==> src/hdl/dqb_pkg.sv <==
// ----------------------------------------------------------------------------
// dqb_pkg
// Shared types, constants and byte tables for the DNS query builder.
// ----------------------------------------------------------------------------
package dqb_pkg;

  typedef logic [7:0] byte_t;
  typedef logic [3:0] step_t;

  localparam byte_t DOT_CHAR = 8'h2E;
  localparam step_t HDR_LAST = 4'd11;
  localparam step_t TRL_LAST = 4'd4;

  // 12-byte header: id high first, flags 0x0100, QDCOUNT 1, other counts 0
  function automatic byte_t hdr_byte(input step_t idx, input logic [15:0] id);
    byte_t b;
    unique case (idx)
      4'd0:    b = id[15:8];
      4'd1:    b = id[7:0];
      4'd2:    b = 8'h01;
      4'd5:    b = 8'h01;
      default: b = 8'h00;
    endcase
    return b;
  endfunction

  // root byte, QTYPE A, QCLASS IN
  function automatic byte_t trl_byte(input step_t idx);
    byte_t b;
    unique case (idx)
      4'd2:    b = 8'h01;
      4'd4:    b = 8'h01;
      default: b = 8'h00;
    endcase
    return b;
  endfunction

endpackage

==> src/hdl/dqb_if.sv <==
// ----------------------------------------------------------------------------
// dqb_in_if / dqb_out_if
// Valid/ready channels for host name bytes in and query message bytes out.
// ----------------------------------------------------------------------------
interface dqb_in_if;
  import dqb_pkg::*;

  logic        valid;
  logic        ready;
  byte_t       name_byte;
  logic        name_end;
  logic [15:0] query_id;

  modport source (output valid, name_byte, name_end, query_id, input ready);
  modport sink   (input valid, name_byte, name_end, query_id, output ready);
endinterface

interface dqb_out_if;
  import dqb_pkg::*;

  logic  valid;
  logic  ready;
  byte_t packet_byte;
  logic  packet_end;
  logic  run_end;
  logic  label_overflow;

  modport source (output valid, packet_byte, packet_end, run_end, label_overflow,
                  input ready);
  modport sink   (input valid, packet_byte, packet_end, run_end, label_overflow,
                  output ready);
endinterface

==> src/hdl/dqb_label_mem.sv <==
// ----------------------------------------------------------------------------
// dqb_label_mem
// Label buffer: one write port, one read port, registered read data.
// ----------------------------------------------------------------------------
module dqb_label_mem #(
  parameter int ADDR_W = 6
) (
  input  logic              clk,
  input  logic              wr_en,
  input  logic [ADDR_W-1:0] wr_addr,
  input  dqb_pkg::byte_t    wr_data,
  input  logic              rd_en,
  input  logic [ADDR_W-1:0] rd_addr,
  output dqb_pkg::byte_t    rd_data
);
  import dqb_pkg::*;

  byte_t mem [2**ADDR_W];

  always_ff @(posedge clk) begin
    if (wr_en) begin
      mem[wr_addr] <= wr_data;
    end
  end

  // hold read data while no read is issued
  always_ff @(posedge clk) begin
    if (rd_en) begin
      rd_data <= mem[rd_addr];
    end
  end

endmodule

==> src/hdl/dns_query_builder.sv <==
// ----------------------------------------------------------------------------
// dns_query_builder
// Forms a DNS standard query (type A, class IN) from a dotted host name.
// ----------------------------------------------------------------------------
// Usage:
//   in_chan carries one host name character per beat, with name_end on the
//   last one; query_id is sampled on the first character of each name.
//   out_chan carries the query message one byte per beat: packet_end flags
//   the final byte, run_end the last byte caused by one input beat, and
//   label_overflow the length and data bytes of a label cut to MAX_LABEL.
//   Label characters are written into a label buffer memory as they arrive
//   and read back when a dot or name_end closes the label.
// Throughput:
//   A beat that emits nothing leaves in_chan ready for the next beat. A beat
//   that emits bytes, with the sink ready, moves one output byte per cycle,
//   set by the single output register and the buffer's one read port. The
//   beat moves the sequencer to an emitting state, which loads the output register.
// Reset and stall:
//   Synchronous active-low reset returns to waiting for a name's first
//   character; the buffer contents are not cleared. A stalled sink holds the
//   output register and the sequencer; in_chan.ready stays low until all
//   bytes of the current beat have moved into the output register.
// ----------------------------------------------------------------------------
module dns_query_builder #(
  parameter int MAX_LABEL = 32
) (
  input logic       clk,
  input logic       rst_n,
  dqb_in_if.sink    in_chan,
  dqb_out_if.source out_chan
);
  import dqb_pkg::*;

  localparam int CNT_W = $clog2(MAX_LABEL + 1);
  localparam logic [CNT_W-1:0] MAX_CNT = CNT_W'(MAX_LABEL);

  typedef enum logic [2:0] {ST_IDLE, ST_HDR, ST_LEN, ST_DATA, ST_TRL} state_t;

  state_t           state_r;
  logic             inside_r;
  logic [CNT_W-1:0] cnt_r;
  logic             ovf_r;
  step_t            step_r;
  logic [CNT_W-1:0] idx_r;
  logic [CNT_W-1:0] flen_r;
  logic             fovf_r;
  logic             do_flush_r;
  logic             do_trl_r;
  logic [15:0]      id_r;
  logic             out_valid_r;
  byte_t            out_byte_r;
  logic             out_pend_r;
  logic             out_run_r;
  logic             out_ovf_r;

  logic             acc;
  logic             emit;
  logic             out_load;
  logic             out_valid_nxt;
  logic             is_dot;
  logic             flush;
  logic [CNT_W-1:0] cnt_base;
  logic             ovf_base;
  logic             fits;
  logic             wr_en;
  logic [CNT_W-1:0] cnt_add;
  logic             ovf_add;
  logic [CNT_W-1:0] cnt_nxt;
  logic             ovf_nxt;
  logic             do_flush;
  state_t           first_st;
  logic [CNT_W-1:0] idx_inc;
  logic             data_last;
  logic             rd_en;
  logic [CNT_W-1:0] rd_addr;
  byte_t            rd_data;

  assign in_chan.ready           = (state_r == ST_IDLE);
  assign out_chan.valid          = out_valid_r;
  assign out_chan.packet_byte    = out_byte_r;
  assign out_chan.packet_end     = out_pend_r;
  assign out_chan.run_end        = out_run_r;
  assign out_chan.label_overflow = out_ovf_r;

  assign acc  = in_chan.valid && in_chan.ready;
  assign emit = !out_valid_r || out_chan.ready;

  // load the output register from any emitting state, else hold until taken
  assign out_load      = emit && (state_r == ST_HDR || state_r == ST_LEN ||
                                  state_r == ST_DATA || state_r == ST_TRL);
  assign out_valid_nxt = out_load || (out_valid_r && !out_chan.ready);

  // label state as seen by this beat; a new name starts empty
  always_comb begin
    cnt_base = inside_r ? cnt_r : '0;
    ovf_base = inside_r && ovf_r;
    is_dot   = (in_chan.name_byte == DOT_CHAR);
    fits     = (cnt_base < MAX_CNT);
    wr_en    = acc && !is_dot && fits;
    cnt_add  = (!is_dot && fits) ? CNT_W'(cnt_base + 1'b1) : cnt_base;
    ovf_add  = ovf_base || (!is_dot && !fits);
    flush    = is_dot || in_chan.name_end;
    do_flush = flush && (cnt_add != '0);
    cnt_nxt  = flush ? '0 : cnt_add;
    ovf_nxt  = flush ? 1'b0 : ovf_add;
    priority if (!inside_r) begin
      first_st = ST_HDR;
    end else if (do_flush) begin
      first_st = ST_LEN;
    end else if (in_chan.name_end) begin
      first_st = ST_TRL;
    end else begin
      first_st = ST_IDLE;
    end
  end

  assign idx_inc   = CNT_W'(idx_r + 1'b1);
  assign data_last = (idx_inc == flen_r);

  // prefetch the next label byte whenever one leaves for the output register
  always_comb begin
    rd_en   = 1'b0;
    rd_addr = idx_inc;
    if (state_r == ST_LEN && emit) begin
      rd_en   = 1'b1;
      rd_addr = '0;
    end else if (state_r == ST_DATA && emit) begin
      rd_en = 1'b1;
    end
  end

  dqb_label_mem #(
    .ADDR_W (CNT_W)
  ) u_mem (
    .clk     (clk),
    .wr_en   (wr_en),
    .wr_addr (cnt_base),
    .wr_data (in_chan.name_byte),
    .rd_en   (rd_en),
    .rd_addr (rd_addr),
    .rd_data (rd_data)
  );

  always_ff @(posedge clk) begin
    if (!rst_n) begin
      state_r     <= ST_IDLE;
      inside_r    <= 1'b0;
      cnt_r       <= '0;
      ovf_r       <= 1'b0;
      out_valid_r <= 1'b0;
    end else begin
      out_valid_r <= out_valid_nxt;
      unique case (state_r)
        ST_IDLE: begin
          if (acc) begin
            inside_r   <= !in_chan.name_end;
            cnt_r      <= cnt_nxt;
            ovf_r      <= ovf_nxt;
            id_r       <= in_chan.query_id;
            flen_r     <= cnt_add;
            fovf_r     <= ovf_add;
            do_flush_r <= do_flush;
            do_trl_r   <= in_chan.name_end;
            step_r     <= '0;
            state_r    <= first_st;
          end
        end
        ST_HDR: begin
          if (emit) begin
            out_byte_r  <= hdr_byte(step_r, id_r);
            out_pend_r  <= 1'b0;
            out_run_r   <= (step_r == HDR_LAST) && !do_flush_r && !do_trl_r;
            out_ovf_r   <= 1'b0;
            if (step_r == HDR_LAST) begin
              step_r <= '0;
              priority if (do_flush_r) begin
                state_r <= ST_LEN;
              end else if (do_trl_r) begin
                state_r <= ST_TRL;
              end else begin
                state_r <= ST_IDLE;
              end
            end else begin
              step_r <= step_t'(step_r + 1'b1);
            end
          end
        end
        ST_LEN: begin
          if (emit) begin
            out_byte_r  <= byte_t'(flen_r);
            out_pend_r  <= 1'b0;
            out_run_r   <= 1'b0;
            out_ovf_r   <= fovf_r;
            idx_r       <= '0;
            state_r     <= ST_DATA;
          end
        end
        ST_DATA: begin
          if (emit) begin
            out_byte_r  <= rd_data;
            out_pend_r  <= 1'b0;
            out_run_r   <= data_last && !do_trl_r;
            out_ovf_r   <= fovf_r;
            if (data_last) begin
              step_r  <= '0;
              state_r <= do_trl_r ? ST_TRL : ST_IDLE;
            end else begin
              idx_r <= idx_inc;
            end
          end
        end
        ST_TRL: begin
          if (emit) begin
            out_byte_r  <= trl_byte(step_r);
            out_pend_r  <= (step_r == TRL_LAST);
            out_run_r   <= (step_r == TRL_LAST);
            out_ovf_r   <= 1'b0;
            if (step_r == TRL_LAST) begin
              state_r <= ST_IDLE;
            end else begin
              step_r <= step_t'(step_r + 1'b1);
            end
          end
        end
        default: begin
          state_r <= ST_IDLE;
        end
      endcase
    end
  end

endmodule

==> src/flat_wrapper.sv <==
// flat-port wrapper written by rule: the top's interface ports become plain ports
module dns_query_builder_flat import dqb_pkg::*;
#(
  parameter int MAX_LABEL = 32
)
  (clk, rst_n, in_chan_valid, in_chan_name_byte, in_chan_name_end, in_chan_query_id, in_chan_ready, out_chan_valid, out_chan_packet_byte, out_chan_packet_end, out_chan_run_end, out_chan_label_overflow, out_chan_ready);
  dqb_in_if in_chan_i ();
  dqb_out_if out_chan_i ();
  input logic clk;
  input logic rst_n;
  input wire logic [$bits(in_chan_i.valid)-1:0] in_chan_valid;
  input wire logic [$bits(in_chan_i.name_byte)-1:0] in_chan_name_byte;
  input wire logic [$bits(in_chan_i.name_end)-1:0] in_chan_name_end;
  input wire logic [$bits(in_chan_i.query_id)-1:0] in_chan_query_id;
  output wire logic [$bits(in_chan_i.ready)-1:0] in_chan_ready;
  output wire logic [$bits(out_chan_i.valid)-1:0] out_chan_valid;
  output wire logic [$bits(out_chan_i.packet_byte)-1:0] out_chan_packet_byte;
  output wire logic [$bits(out_chan_i.packet_end)-1:0] out_chan_packet_end;
  output wire logic [$bits(out_chan_i.run_end)-1:0] out_chan_run_end;
  output wire logic [$bits(out_chan_i.label_overflow)-1:0] out_chan_label_overflow;
  input wire logic [$bits(out_chan_i.ready)-1:0] out_chan_ready;
  assign in_chan_i.valid = in_chan_valid;
  assign in_chan_i.name_byte = in_chan_name_byte;
  assign in_chan_i.name_end = in_chan_name_end;
  assign in_chan_i.query_id = in_chan_query_id;
  assign in_chan_ready = in_chan_i.ready;
  assign out_chan_valid = out_chan_i.valid;
  assign out_chan_packet_byte = out_chan_i.packet_byte;
  assign out_chan_packet_end = out_chan_i.packet_end;
  assign out_chan_run_end = out_chan_i.run_end;
  assign out_chan_label_overflow = out_chan_i.label_overflow;
  assign out_chan_i.ready = out_chan_ready;
  dns_query_builder #(.MAX_LABEL(MAX_LABEL)) u_core (.clk(clk), .rst_n(rst_n), .in_chan(in_chan_i), .out_chan(out_chan_i));
endmodule
==> config.mk <==
export PLATFORM = sky130hd
export DESIGN_NAME = dns_query_builder_flat
export DESIGN_NICKNAME = d
export VERILOG_FILES = /design/src/hdl/dqb_pkg.sv /design/src/hdl/dqb_if.sv /design/src/hdl/dqb_label_mem.sv /design/src/hdl/dns_query_builder.sv /design/src/flat_wrapper.sv
export SDC_FILE = /design/constraint.sdc
export NUM_CORES = 1
export LEC_CHECK = 0
export BUFFER_PORTS_ARGS = -buffer_cell sky130_fd_sc_hd__buf_2
export CORE_MARGIN = 5
export CORE_UTILIZATION = 41
export CTS_CLUSTER_SIZE = 20
export DETAILED_ROUTE_END_ITERATION = 10
export PLACE_DENSITY_LB_ADDON = 0.25
export SLEW_MARGIN = 20
export SYNTH_ARGS = -nofsm -noshare
export SYNTH_HDL_FRONTEND = slang
export SYNTH_SLANG_ARGS = --single-unit
export TNS_END_PERCENT = 20
==> constraint.sdc <==
create_clock -name clk -period 5.5 [get_ports clk]
set_clock_uncertainty 0.1 [all_clocks]
set_input_delay 1.375 -clock clk [delete_from_list [all_inputs] [get_ports clk]]
set_output_delay 1.375 -clock clk [all_outputs]
set_load 0.05 [all_outputs]
-- Word-level counts from Yosys, hierarchy flattened
Memories as Yosys holds them, arrays and structs flattened. A register that Yosys moved wholly into a read port is not among the register bits.
Cells that the tools add are included.
Widths: inputs -> output; s select.
- add/subtract/negate cells: 3
- $mul: 0
- div/mod/pow operators: 0
- $lt $le $gt $ge: 1
- equality and inequality tests: 24
- shift operators: 0
- multiplexer cells: 50
- bitwise logic cells: 0
- reduce and logical (&&, ||, !) cells: 49
- operators with widths (kind ; number):
    $mux 6 ; 7
    $mux 3 ; 13
    $mux 8 ; 4
    $pmux 8 s4 ; 1
    $mux 4 ; 7
    $pmux 8 s3 ; 1
    $ne 2x1->1 const B ; 8
    $pmux 4 s4 ; 1
    $reduce_and 8->1 ; 2
    $pmux 3 s5 ; 1
    $logic_and 1x1->1 ; 14
    $add 6x1->6 const B ; 2
    $pmux 6 s2 ; 1
    $mux 1 ; 11
    $ne 2x2->1 const B ; 5
    $eq 4x3->1 const B ; 2
    $eq 8x6->1 const B ; 1
    $reduce_and 4->1 ; 2
    $reduce_bool 4->1 ; 2
    $reduce_or 2->1 ; 4
    $logic_not 1->1 ; 7
    $logic_or 1x1->1 ; 7
    $eq 3x2->1 const B ; 2
    $eq 6x6->1 ; 1
    18 further kinds ; 21
- flip-flop bits (word level): 58
- latch bits: 0
- memory bits (writable): 512
- memory bits (read-only): 0
- bits of input ports: 29
- output and inout port bits: 13
- logic and storage cells: 144
- memories kept: 1
- memory list (memory ; words ; width ; rd ports ; clocked after Yosys merged registers in ; write ports ; RTL line ; text):
    u_core.u_mem.mem ; 64 ; 8 ; 1 ; 1 ; 1 ; dqb_label_mem.sv:18 ; byte_t mem [2**ADDR_W];

-- Longest topological paths before layout
- depth in word-level cells: 10
- mapped depth: 11
- mapped depth without buffers: 8

-- Modules after synthesis
A second synthesis with hierarchy kept.
- cells, all modules: 1263
- area total of the unflattened synthesis: 23485.0 µm²
- by module, submodules not included (module ; times used ; cells each ; area an instance (µm²) ; seq. area each (µm²)):
    dqb_label_mem ; 1 ; 997 ; 20393.3 ; 15615.0
    dns_query_builder ; 1 ; 266 ; 3091.7 ; 1621.6

-- Worst setup path before layout
No wires, ideal clock.
- path type: reg2reg
- start point: register u_core.state_r[2]
- end point: register u_core.do_flush_r (enable)
- arrival: 3.292 ns
- data required time: 4.993 ns
- slack: 1.701 ns
- cell stages (with the launch flop): 6
- path buffers: 2
- clock period less this slack: 3.799 ns
- cell sequence: dfxtp_1 -> buf_2 -> nor3_1 -> nand2_1 -> clkbuf_1 -> nor2_1
- word-level cells in the longest chain between the ends: 3
- RTL lines (item ; RTL line ; text):
    start, declared ; dns_query_builder.sv:39 ; state_t state_r;
    start signal, assigned ; dns_query_builder.sv:165 ; state_r <= first_st;
    start signal, assigned ; dns_query_builder.sv:206 ; state_r <= do_trl_r ? ST_TRL : ST_IDLE;
    $logic_not 3->1 (*) ; dns_query_builder.sv:78 ; assign in_chan.ready = (state_r == ST_IDLE);
    net in_chan_ready ; flat_wrapper.sv:15 ; output wire logic [$bits(in_chan_i.ready)-1:0] in_chan_ready;
    $logic_and 1x1->1 ; dns_query_builder.sv:85 ; assign acc = in_chan.valid && in_chan.ready;
    $reduce_and 3->1 (no source line) (*) ; -- ;
    end signal, assigned ; dns_query_builder.sv:162 ; do_flush_r <= do_flush;
    end, declared ; dns_query_builder.sv:47 ; logic do_flush_r;
Mark *: on every way through the listed nets, which the timed path passes. The rest lies on a longest branch.
A chain may end at the register's enable or synchronous reset.

-- Worst setup path in the final report
- start point: register u_core.idx_r[0]
- end point: register u_core.u_mem.rd_data[4], read port of u_core.u_mem.mem, data pin
- word-level cells in the longest chain between the ends: 2
- RTL lines (item ; RTL line ; text):
    start, declared ; dns_query_builder.sv:44 ; logic [CNT_W-1:0] idx_r;
    start signal, assigned ; dns_query_builder.sv:208 ; idx_r <= idx_inc;
    $add 6x1->6 ; dns_query_builder.sv:117 ; assign idx_inc = CNT_W'(idx_r + 1'b1);
    $mux 6 ; dns_query_builder.sv:124 ; if (state_r == ST_LEN && emit) begin
    end, declared ; dqb_label_mem.sv:14 ; output dqb_pkg::byte_t rd_data
No other way between the ends.

==> results.yml <==
clocking:
  cts_made_buffers: 60
  clk_path_buf_depth: 3
  clkLatencyLatePin_ns: 0.62
  cts_resized: 0
  post_cts_buffers: 0
  root_buffer: "clkbuf_16"
  cts_tree: "done"
  cts_hold_buf: 0
  cts_sinks: 578
  path_clk_slew_ns: 0.06
  cts_max_level: 2
drt:
  drt-pass1-iter-count: 5
  dr_wl_met3_mm: 3.62
  drt-vias-per-instance: 5.21
  dr_wl_met2_mm: 25.0
  vias: 13100
  drc: 0
  highest_layer: "met4"
  initialDrtViolationCount: 1242
  routed_wl_mm: 52.4
  postRouteAntennaNets: 0
  met1Wirelength_mm: 21.8
  routedWlPerCell_um: 20.9
timing:
  rsz0062_at_grt: "no"
  setup_violations: 0
  maxSlewViolCount: 0
  max-slew-margin-rel_pct: 21.5
  min_period_over_period_pct: 70.2
  hold_violations: 0
  fin_tns_setup_ns: 0
  fin_ws_ns: 1.64
  fmax_mhz: 259
  layout_min_cycle_time_ns: 3.86
  worstMarginPinSlew_ns: 1.17
worst_setup_path:
  worstPathRequired_ns: 5.75
  timing.rr.end: "u_core.u_mem.rd_data[4]$_DFFE_PP_"
  arrival_ns: 4.11
  r2r_start: "u_core.idx_r[0]$_SDFFCE_PP0P_"
  path_class: "reg -> reg"
  cp-end-kind: "flop"
  startpoint_type: "flop"
  r2r_setup_slack_ns: 1.64
  r2r_cells: 9
  worstPathMaxFanout: 48
floorplanning:
  rows: 87
  die_height_um: 249
  die_area_um2: 61800
  pin_count: 42
  core_um2: 56400
  start_util_pct: 41.4
  die_w_um: 249
power_and_ir_drop:
  clockPowerShare_pct: 36.0
  p_leak_nw: 9.26
  intPower_mw: 7.75
  power.density_nw_per_um2: 388
  p_comb_share_pct: 14.0
  power_switching_mw: 2.75
  p_sw_share_pct: 26.2
  peakVddDrop_mv: 0.260
  p_seq_share_pct: 50.1
flow_run:
  maxCapViolCount: 0
min_path:
  min_to: "u_core.ovf_r$_SDFFE_PN0P_"
  hold_depth: 2
  hp-start: "u_core.ovf_r$_SDFFE_PN0P_"
  hold_path_class: "reg -> reg"
synthesis:
  avgSynthCellArea_um2: 16.5
  synth_cell_types: 69
  netlist_instances: 1416
  synth_edf_count: 566
  ys_warn_count: 0
  synth_area_um2: 23400
  yosysSeqAreaShare_pct: 73.8
  synth_ff_type: "edfxtp_1"
  ys_async_sr_fraction_pct: 0
  ys_ff_latch: 578
grt:
  grtUsageTotal_pct: 16.7
  antenna_found_initial: 1
  grt_first_pass_wirelength_mm: 79.8
  grt_max_degree: 149
  grt_overflow_total: 0
  grt_pass1_vias: 13000
layout:
  area_delta_synth_final_pct: 15.8
  nNetsFinal: 1739
  diodes: 0
  num-fill-cells: 4988
  fin_area_um2: 27000
  drive_above_1_share_pct: 13.4
place:
  gp_congestion: 0.876
  numPortBuffers: 41
  place_area_um2: 25200
  place_ws_ns: 1.18
  hpwl_mm: 31.4
status:
  status: "finished clean"
cell usage after synthesis, types with 3 or more instances:
cell / n / area, um^2
edfxtp_1: 566 / 17000
nor2_1: 112 / 420
o21ai_0: 81 / 405
mux2i_1: 66 / 661
mux4_2: 64 / 1440
nand2_1: 58 / 218
a21oi_1: 57 / 285
nor3_1: 36 / 180
buf_2: 35 / 175
o22ai_1: 31 / 194
clkbuf_1: 30 / 113
a211oi_1: 27 / 203
nand3_1: 22 / 110
a22oi_1: 20 / 150
o211ai_1: 15 / 113
o221ai_1: 14 / 123
buf_4: 13 / 97.6
dfxtp_1: 12 / 240
or2_2: 11 / 68.8
a31oi_1: 10 / 62.6
o31ai_1: 10 / 75.1
inv_1: 9 / 33.8
xnor2_1: 9 / 78.8
a2111oi_0: 8 / 70.1
and3_1: 8 / 50.1
or3_1: 8 / 50.1
xor2_1: 8 / 70.1
buf_1: 5 / 18.8
buf_6: 5 / 56.3
ha_1: 5 / 62.6
o21ai_1: 5 / 25.0
nand2b_1: 3 / 18.8
nand3b_1: 3 / 22.5
nor2b_1: 3 / 18.8
o21a_1: 3 / 22.5
cell families after synthesis:
family	synth area share [%]
and+or+nand+nor	5.71
other	0.0161
AOI/OAI and AO/OA	8.06
DFF	73.8
adders and majority gates	0.268
muxes	9.00
xor gates and xnor gates	0.964
buffers and inverters	2.19
power groups by stage:
| stage | clock, mW | combinational, mW | sequential [mW] |
|---|---|---|---|
| floorplan | 0 | 0.944 | 5.36 |
| global placement | 0 | 1.45 | 5.34 |
| detailed placement | 0 | 1.47 | 5.35 |
| CTS | 3.87 | 1.48 | 5.26 |
| global route | 4.07 | 1.59 | 5.28 |
| finish | 3.78 | 1.47 | 5.26 |
how the worst max path moves through the flow:
stage	from	to	depth (start not counted)
3_3_place_gp	out_chan_ready	u_core.u_mem.rd_data[4]$_DFFE_PP_	6
5_1_grt	u_core.idx_r[0]$_SDFFCE_PP0P_	u_core.u_mem.rd_data[0]$_DFFE_PP_	9
2_1_floorplan	u_core.state_r[2]$_SDFFE_PN0P_	u_core.do_flush_r$_DFFE_PP_	5
4_1_cts	u_core.idx_r[0]$_SDFFCE_PP0P_	u_core.u_mem.rd_data[0]$_DFFE_PP_	9
3_5_place_dp	out_chan_ready	u_core.u_mem.rd_data[4]$_DFFE_PP_	8
6_report	u_core.idx_r[0]$_SDFFCE_PP0P_	u_core.u_mem.rd_data[4]$_DFFE_PP_	9
stage by stage:
stage                     utilization, %  hold slack (ns)  instances  total power [mW]
after floorplan                        -            0.380       1671              6.31
after global placement              44.7            0.394       2399              6.79
after detailed placement            44.7            0.424       2399              6.82
after CTS                           48.0            0.438       2503              10.6
after global routing                48.0            0.486       2503              10.9
final                               48.0            0.436       2503              10.5
cell usage in the layout, fill, tap and decap left out, types with 41 or more instances in the layout:
cell type  instances
nand2_1           58
clkbuf_16         61
nor2_1           110
edfxtp_1         566
o21ai_0           81
buf_2             41
mux4_2            64
a21oi_1           57
conb_1           256
mux2i_1           66
flip-flops by register name, summed over array words and instances, names as in the netlist:
register,flops
u_core.ovf_r,1
u_core.u_mem.rd_data,8
u_core.inside_r,1
u_core.fovf_r,1
u_core.state_r,3
u_core.out_chan.packet_end,1
u_core.idx_r,6
u_core.do_trl_r,1
u_core.out_chan.run_end,1
u_core.step_r,4
u_core.out_chan.packet_byte,8
u_core.out_chan.label_overflow,1
u_core.cnt_r,6
u_core.id_r,16
u_core.out_chan.valid,1
u_core.do_flush_r,1
u_core.u_mem.mem,512
u_core.flen_r,6
routing by layer:
metal  vias to the layer above  GRT usage, %
met5                         -             0
met4                         0          5.80
met3                       106          3.54
met2                       411          27.1
met1                      6572          22.6
li1                       5964             -
critical path, cell delays in order (launching register included):
cell and delay, ns:
edfxtp_1 0.43, ha_2 0.30, xnor2_4 0.40, buf_4 0.42
a22oi_2 0.08, buf_4 0.34, o21ai_0 0.54, a21oi_1 0.15
a2111oi_0 0.62, o31ai_1 0.18
layout make-up:
type	instances	area [um^2]	area share (%)
clock buffers	74	1580	5.82
multi-input cells	992	6620	24.5
repair buffers	62	388	1.43
flip-flops and latches	578	17200	63.7
clock inverters	30	235	0.870
inverters	11	41.3	0.153
well taps	756	946	3.50
No activity file was read; power rests on OpenSTA's default activity.
